File: config.mk
export PLATFORM = sky130hd
export DESIGN_NAME = bbalc_ctrl
export DESIGN_NICKNAME = d
export VERILOG_FILES = /design/src/sv/bbalc_pkg.sv /design/src/sv/bbalc_ctrl.sv
export SDC_FILE = /design/constraint.sdc
export NUM_CORES = 1
export LEC_CHECK = 0
export ABC_CLOCK_PERIOD_IN_PS = 1400
export BUFFER_PORTS_ARGS = -buffer_cell sky130_fd_sc_hd__buf_4
export CORE_AREA = 2 2 39 41
export CTS_BUF_LIST = sky130_fd_sc_hd__clkbuf_16
export DETAILED_ROUTE_END_ITERATION = 16
export DIE_AREA = 0 0 41 43
export GPL_TIMING_DRIVEN = 0
export HOLD_SLACK_MARGIN = 0.03
export PLACE_DENSITY = 0.78
export SYNTH_ARGS = -nofsm -noshare
export SYNTH_HDL_FRONTEND = slang
export SYNTH_SLANG_ARGS = --single-unit
File: constraint.sdc
create_clock -name clock -period 1.4 [get_ports clock]
set_input_delay 0.21 -clock clock [delete_from_list [all_inputs] [get_ports clock]]
set_output_delay 0.21 -clock clock [all_outputs]
set_load 0.005 [all_outputs]
File: src/sv/bbalc_pkg.sv
`timescale 1ns / 1ps
`default_nettype none
// Shared constants, operation codes and control structs for the bitmap block allocator.
// Used by the interfaces, the controller, the datapath and the top level.
package bbalc_pkg;

   localparam int NUM_BLOCKS_DEFAULT  = 4096;
   localparam int BLOCK_BYTES_DEFAULT = 4096;
   localparam int WORD_BITS           = 8;
   localparam int ADDR_BITS           = 48;
   localparam int COUNT_BITS          = 13;
   localparam int LEN_BITS            = 32;

   localparam logic [1:0] OP_ALLOC     = 2'd0;
   localparam logic [1:0] OP_FREE      = 2'd1;
   localparam logic [1:0] OP_MARK_USED = 2'd2;
   localparam logic [1:0] OP_MARK_FREE = 2'd3;

   localparam logic REG_REGION_BASE    = 1'b0;
   localparam logic REG_MANAGED_BLOCKS = 1'b1;

   typedef struct packed {
      logic load;
      logic calc_off;
      logic calc_first;
      logic calc_end;
      logic clr_step;
      logic scan_init;
      logic scan_step;
      logic found;
      logic mark_init;
      logic mark_step;
      logic set_fail;
      logic set_done;
   } cmd_type;

   typedef struct packed {
      logic is_alloc;
      logic zero_count;
      logic hint_out;
      logic clr_done;
      logic scan_found;
      logic scan_last;
      logic mark_empty;
      logic mark_last;
   } status_type;

endpackage
`default_nettype wire

File: src/sv/bbalc_ctrl.sv
`timescale 1ns / 1ps
`default_nettype none
// Controller state machine of the bitmap block allocator.
// Depends on bbalc_pkg for the command and status structs.
module bbalc_ctrl (
   input  wire logic                 clock,
   input  wire logic                 reset,
   input  wire logic                 req_valid,
   output logic                      req_ready,
   output logic                      rsp_valid,
   input  wire logic                 rsp_ready,
   input  wire bbalc_pkg::status_type status,
   output bbalc_pkg::cmd_type        cmd
);

   localparam logic [3:0] S_CLEAR   = 4'd0;
   localparam logic [3:0] S_IDLE    = 4'd1;
   localparam logic [3:0] S_OFF     = 4'd2;
   localparam logic [3:0] S_FIRST   = 4'd3;
   localparam logic [3:0] S_END     = 4'd4;
   localparam logic [3:0] S_CHK     = 4'd5;
   localparam logic [3:0] S_SCAN_RD = 4'd6;
   localparam logic [3:0] S_SCAN    = 4'd7;
   localparam logic [3:0] S_FOUND   = 4'd8;
   localparam logic [3:0] S_MARK_RD = 4'd9;
   localparam logic [3:0] S_MARK    = 4'd10;
   localparam logic [3:0] S_RESP    = 4'd11;

   logic [3:0] state_ff;
   logic [3:0] state_in;

   always_ff @(posedge clock) begin
      if (reset) begin
         state_ff <= S_CLEAR;
      end else begin
         state_ff <= state_in;
      end
   end

   always_comb begin
      state_in  = state_ff;
      cmd       = '0;
      req_ready = 1'b0;
      rsp_valid = 1'b0;
      case (state_ff)
         S_CLEAR: begin
            cmd.clr_step = 1'b1;
            if (status.clr_done) state_in = S_IDLE;
         end
         S_IDLE: begin
            req_ready = 1'b1;
            if (req_valid) begin
               cmd.load = 1'b1;
               state_in = S_OFF;
            end
         end
         S_OFF: begin
            cmd.calc_off = 1'b1;
            if (status.is_alloc) begin
               if (status.zero_count || status.hint_out) begin
                  cmd.set_fail = 1'b1;
                  state_in     = S_RESP;
               end else begin
                  state_in = S_SCAN_RD;
               end
            end else begin
               state_in = S_FIRST;
            end
         end
         S_FIRST: begin
            cmd.calc_first = 1'b1;
            state_in       = S_END;
         end
         S_END: begin
            cmd.calc_end = 1'b1;
            state_in     = S_CHK;
         end
         S_CHK: begin
            if (status.mark_empty) begin
               cmd.set_done = 1'b1;
               state_in     = S_RESP;
            end else begin
               state_in = S_MARK_RD;
            end
         end
         S_SCAN_RD: begin
            cmd.scan_init = 1'b1;
            state_in      = S_SCAN;
         end
         S_SCAN: begin
            cmd.scan_step = 1'b1;
            if (status.scan_found) begin
               state_in = S_FOUND;
            end else if (status.scan_last) begin
               cmd.set_fail = 1'b1;
               state_in     = S_RESP;
            end
         end
         S_FOUND: begin
            cmd.found = 1'b1;
            state_in  = S_MARK_RD;
         end
         S_MARK_RD: begin
            cmd.mark_init = 1'b1;
            state_in      = S_MARK;
         end
         S_MARK: begin
            cmd.mark_step = 1'b1;
            if (status.mark_last) begin
               cmd.set_done = !status.is_alloc;
               state_in     = S_RESP;
            end
         end
         S_RESP: begin
            rsp_valid = 1'b1;
            if (rsp_ready) state_in = S_IDLE;
         end
         default: begin
            state_in = S_CLEAR;
         end
      endcase
   end

endmodule
`default_nettype wire

==> flow_summary.json, run 1 <==
{
  "r2r_start": "state_ff[0]$_SDFFE_PP0P_",
  "tritoncts": "built",
  "cpMaxStageDelayCell": "dfxtp_4",
  "pwr-share-clk": 0.363,
  "grt_overflow": 0,
  "grt_setup_unrepaired": "yes",
  "power.leakage_nw": 0.437,
  "synth_warnings": 0,
  "period_minus_slack_ns": 1.55,
  "cts_hold_buffers": 0,
  "ir_drop_uv": 832,
  "worstPathCellList": "nand2b_4, buf_4, buf_4, nor2_1, buf_4",
  "dr.pass1.iters": 5,
  "viasPerCell": 6.32,
  "wl_per_cell_um": 19.0,
  "max_slew_margin": 0.763,
  "area_growth_pct": 108,
  "cts_buffers": 3,
  "top_regs": "state_ff x4",
  "syn_nets": 84,
  "largest_reg_flops": 4,
  "routabilityCongestion": 0.777,
  "syn_area_sq_um": 465,
  "grt_max_degree": 11,
  "cp_data_required_time_ns": 1.19,
  "cts.clk_slew.worst_paths_ns": 0.03,
  "numPortBuffers": 25,
  "power.internal_mw": 0.827,
  "root_buffer": "clkbuf_16",
  "crit_start": "state_ff[3]$_SDFFE_PP0P_",
  "ys_seq_elements": 4,
  "async_reset_ff_frac": 0,
  "layout.cells.non_filler": 125,
  "synth_top_cell_by_area": "dfxtp_1",
  "worst_r2r_path_depth": 6,
  "drive_gt1_frac": 0.578,
  "netlist_instances": 72,
  "status": "complete, but fails checks",
  "fp-row-count": 14,
  "routed_wl_mm": 2.38,
  "layout_setup_ws_ns": -0.150,
  "yosys_most_used_dff": "dfxtp_1",
  "fmax_mhz": 645,
  "p_per_area_nw_per_um2": 1270,
  "coreArea_sq_um": 1380,
  "ios": 26,
  "synth_commonest_cells": "14 x nor2_1, 8 x nand2_1, 6 x nor3_1",
  "final_max_slew_viol_count": 0,
  "r2r-end": "state_ff[0]$_SDFFE_PP0P_",
  "arrival_ns": 1.34,
  "hpwlAfterDp_mm": 1.11,
  "drtIter0Drc": 35,
  "r2r_slack_ns": -0.11,
  "synth.avg_cell_area_sq_um": 6.46,
  "crit_type": "reg2out",
  "route.vias.total": 790,
  "hold_viol": 0,
  "worst-path-max-fanout": 5,
  "dieArea_sq_um": 1760,
  "max_stage_delay_ns": 0.34,
  "worst_slew_pin_slew_ns": 0.354,
  "synth.most_common_cell": "nor2_1",
  "synthTopCellsByArea": "dfxtp_1 17%, nor2_1 11%, nor3_1 6.5%",
  "ys_types": 29,
  "startpoint_type": "register",
  "regMostFlops": "state_ff",
  "htreeDepth": 1,
  "antenna_found_initial": 0,
  "ys_seq_area_frac": 0.172,
  "start_util": 0.336,
  "fin_worst_skew_ns": 0.00407,
  "clockBufferDepth": 2,
  "switching_share": 0.330,
  "final_net_count": 123,
  "switching_power_mw": 0.407,
  "clk_latency_ns": 0.23,
  "grt_pass1_vias": 642,
  "crit_path_frequent_cell": "buf_4",
  "cp-endpoint": "cmd[9]",
  "whs_ns": 0.186,
  "hold_path_class": "in2reg",
  "die_w_um": 41,
  "n_fill_cell": 82,
  "power_frac_seq": 0.137,
  "clock_sinks": 4,
  "die_h_um": 43,
  "violations": "negative setup slack",
  "synth_top_area_frac": 0.172,
  "maxCapViolCount": 0,
  "diodes": 0,
  "power.share.combinational": 0.500,
  "place_inst": 113,
  "endpoint_kind": "output port",
  "drc": 0,
  "ant_nets": 0,
  "grt_first_pass_wirelength_mm": 2.82,
  "synth_enable_flop_cells": 0,
  "setup_viol": 10,
  "finalCritPeriodShare": 1.11,
  "grt_util_all_layers": 0.238
}
==> layer usage <==
metal / vias to the layer above / GRT usage / wire length, um
li1: 341 / - / -
met1: 363 / 0.235 / 806
met2: 71 / 0.391 / 1230
met3: 15 / 0.0681 / 215
met4: 0 / 0.173 / 125
met5: - / 0 / 0
==> metrics by stage <==
step	power, mW	util	area [sq um]	worst slack [ns]	setup TNS [ns]
after global routing	1.30	0.700	968	-0.193	-1.25
final	1.23	0.700	968	-0.150	-0.668
after floorplan	0.396	-	470	-0.0152	-0.0152
after CTS	1.07	0.624	863	-0.137	-0.533
after global placement	0.527	0.490	678	-0.122	-0.147
after detailed placement	0.533	0.490	678	-0.141	-0.255
==> power groups by stage <==
stage	clock [mW]	sequential (mW)	combinational, mW
after detailed placement	0	0.155	0.378
final	0.448	0.169	0.617
after CTS	0.448	0.155	0.472
after global placement	0	0.155	0.373
after global routing	0.461	0.169	0.667
after floorplan	0	0.152	0.244
==> worst max-delay path, delay by kind of cell (launching register included) <==
| family | cells | cell delay [ns] |
|---|---|---|
| flip-flops | 1 | 0.34 |
| buffers and inverters | 3 | 0.42 |
| AND/OR/NAND/NOR | 2 | 0.35 |
==> logic make-up after synthesis <==
group,after synthesis,synth area share
flops,4,0.172
compound gates,17,0.239
buf+inv,6,0.0510
mux,2,0.0430
simple gates,43,0.495
==> what timing repair did <==
action / in CTS / in global routing
setup endpoints to repair: 12 / 12
pin swaps: 2 / 7
hold endpoints to repair: 0 / 0
setup buffers: 5 / 2
gates resized for setup: 21 / 21
gates cloned: 0 / 2
==> worst min-delay path by stage <==
stage                                    end  depth (start not counted)  start  slack (ns)
detailed placement  state_ff[0]$_SDFFE_PP0P_                          2  reset        0.42
global placement    state_ff[0]$_SDFFE_PP0P_                          2  reset        0.41
floorplan           state_ff[0]$_SDFFE_PP0P_                          1  reset        0.28
finish              state_ff[0]$_SDFFE_PP0P_                          2  reset        0.19
CTS                 state_ff[0]$_SDFFE_PP0P_                          2  reset        0.19
global route        state_ff[0]$_SDFFE_PP0P_                          2  reset        0.19
==> placed cells by master (no fill, tap or decap), types with 2 or more instances in the layout <==
master	instances
dfxtp_4	2
nand2b_1	3
nand2_2	2
o22ai_1	2
nand3b_1	2
nor2_1	13
a21oi_1	4
nor3_2	2
buf_6	3
mux2i_1	2
o21ai_0	3
nand2_1	5
clkbuf_16	4
nand4b_1	2
buf_4	33
nor3_4	3
dfxtp_2	2
==> area by class of cell <==
type	count	area, sq um	area share
Timing Repair Buffer	34	277	0.286
Sequential cell	4	90.1	0.0930
Clock buffer	3	75.1	0.0775
Inverter	1	6.26	0.00646
Multi-Input combinational cell	62	435	0.450
Buffer	5	65.1	0.0672
Tap cell	16	20.0	0.0207
Note: power is estimated with default switching activity, not from simulation.
==> inputs of run 2 (changes only) <==
--- a/config.mk
+++ b/config.mk
@@ -14,6 +14,8 @@
 export GPL_TIMING_DRIVEN = 0
 export HOLD_SLACK_MARGIN = 0.03
 export PLACE_DENSITY = 0.78
+export SKIP_CTS_REPAIR_TIMING = 1
+export SLEW_MARGIN = 20
 export SYNTH_ARGS = -nofsm -noshare
 export SYNTH_HDL_FRONTEND = slang
 export SYNTH_SLANG_ARGS = --single-unit
==> flow_summary.json, run 2 (same netlist as run 1, synthesis figures left out) <==
{
  "worstPathCellList": "nand2b_4, or4_4, and3_4, a221oi_2",
  "ant_nets": 0,
  "worst_slew_pin_slew_ns": 0.353,
  "max_slew_margin": 0.764,
  "grt_max_degree": 11,
  "dieArea_sq_um": 1760,
  "area_growth_pct": 97.8,
  "crit_family": "simple AND/OR/NAND/NOR gates",
  "final_max_slew_viol_count": 0,
  "crit_type": "reg2reg",
  "grt_overflow": 0,
  "viasPerCell": 5.82,
  "startpoint_type": "register",
  "diodes": 0,
  "wl_per_cell_um": 15.3,
  "antenna_found_initial": 0,
  "die_h_um": 43,
  "maxCapViolCount": 0,
  "grt_first_pass_wirelength_mm": 2.35,
  "n_fill_cell": 93,
  "final_cell_mix": "30 x buf_4, 14 x nor2_1, 6 x nand2_1",
  "power.leakage_nw": 0.407,
  "grt_util_all_layers": 0.191,
  "endpoint_kind": "register",
  "route.vias.total": 704,
  "worst_r2r_path_depth": 4,
  "r2r_slack_ns": -0.15,
  "routed_wl_mm": 1.86,
  "numPortBuffers": 25,
  "place_area_sq_um": 678,
  "p_per_area_nw_per_um2": 1280,
  "final_net_count": 119,
  "largest_reg_flops": 4,
  "clk_latency_ns": 0.23,
  "p_total_mw": 1.18,
  "cpMaxStageDelayCell": "or4_4",
  "hold_viol": 0,
  "hold_start": "reset",
  "grt_pass1_vias": 557,
  "top_usage_layer": "met2",
  "cts.clk_slew.worst_paths_ns": 0.03,
  "min_path_cells": 2,
  "stdcell_area_sq_um": 921,
  "r2r-end": "state_ff[0]$_SDFFE_PP0P_",
  "hold_end": "state_ff[0]$_SDFFE_PP0P_",
  "arrival_ns": 1.68,
  "violations": "negative setup slack",
  "start_util": 0.336,
  "die_w_um": 41,
  "worst-path-max-fanout": 6,
  "r2r_start": "state_ff[3]$_SDFFE_PP0P_",
  "hpwlAfterDp_mm": 1.11,
  "drtIter0Drc": 42,
  "drive_gt1_frac": 0.533,
  "root_buffer": "clkbuf_16",
  "grt_use_met3": 0.0314,
  "finalCritPeriodShare": 1.11,
  "use_met1": 0.232,
  "setup_viol": 6,
  "max_stage_delay_ns": 0.51,
  "grt_setup_unrepaired": "yes",
  "utilization": 0.665,
  "cts_buffers": 3,
  "cp_num_buf_inv": 0,
  "fp-row-count": 14,
  "whs_ns": 0.189,
  "regMostFlops": "state_ff",
  "clock_sinks": 4,
  "top_regs": "state_ff x4",
  "dr.pass1.iters": 4,
  "clockBufferDepth": 2,
  "status": "complete, but fails checks",
  "met2_usage": 0.309,
  "tritoncts": "built",
  "routabilityCongestion": 0.777,
  "drc": 0,
  "fmax_mhz": 646,
  "hold_path_class": "in2reg",
  "htreeDepth": 1,
  "layout_setup_ws_ns": -0.148,
  "cp_data_required_time_ns": 1.53,
  "coreArea_sq_um": 1380,
  "period_minus_slack_ns": 1.55,
  "final_common_cell": "buf_4",
  "ir_drop_uv": 839,
  "fin_worst_skew_ns": 0.00232,
  "ios": 26
}
run 2: cell count changes in the layout (fill, tap and decap cells not counted), sizes merged:
| cell | change |
|---|---|
| buf | -4 |
run 2: layout make-up:
type                    instances  area (sq um)  area share
repair buffers                 30           243       0.264
plain buffers                   5          50.0      0.0543
inverters                       1          3.75     0.00408
flip-flops and latches          4          86.3      0.0938
well taps                      16          20.0      0.0217
multi-input cells              62           443       0.481
clock buffers                   3          75.1      0.0815
run 2: per-layer routing:
metal	vias up	part of all wire
met4	0	0.019
li1	330	-
met1	322	0.39
met3	6	0.085
met5	-	0
met2	46	0.51
run 2: worst max path at each step:
stage                              from                        to  slack (ns)  cells after the start
4_1_cts        state_ff[0]$_SDFFE_PP0P_                    cmd[0]       -0.30                      6
3_3_place_gp   state_ff[0]$_SDFFE_PP0P_  state_ff[0]$_SDFFE_PP0P_       -0.12                      5
3_5_place_dp   state_ff[0]$_SDFFE_PP0P_  state_ff[0]$_SDFFE_PP0P_       -0.14                      5
5_1_grt        state_ff[3]$_SDFFE_PP0P_  state_ff[0]$_SDFFE_PP0P_       -0.18                      4
6_report       state_ff[3]$_SDFFE_PP0P_  state_ff[0]$_SDFFE_PP0P_       -0.15                      4
2_1_floorplan  state_ff[3]$_SDFFE_PP0P_  state_ff[0]$_SDFFE_PP0P_       -0.02                      4
run 2: through the flow:
step                TNS [ns]  std cells  setup WS, ns
finish                -0.406        121        -0.148
global route          -0.749        121        -0.178
CTS                    -2.07        116        -0.303
detailed placement    -0.255        113        -0.141
global placement      -0.147        113        -0.122
floorplan            -0.0152         72       -0.0152
run 2: where the power goes:
group | switching (mW) | leakage [nW] | internal, mW | total [mW]
logic | 0.265 | 0.336 | 0.302 | 0.567
registers | 0.0250 | 0.0344 | 0.135 | 0.160
clock network | 0.0892 | 0.0370 | 0.366 | 0.455
total | 0.379 | 0.407 | 0.803 | 1.18
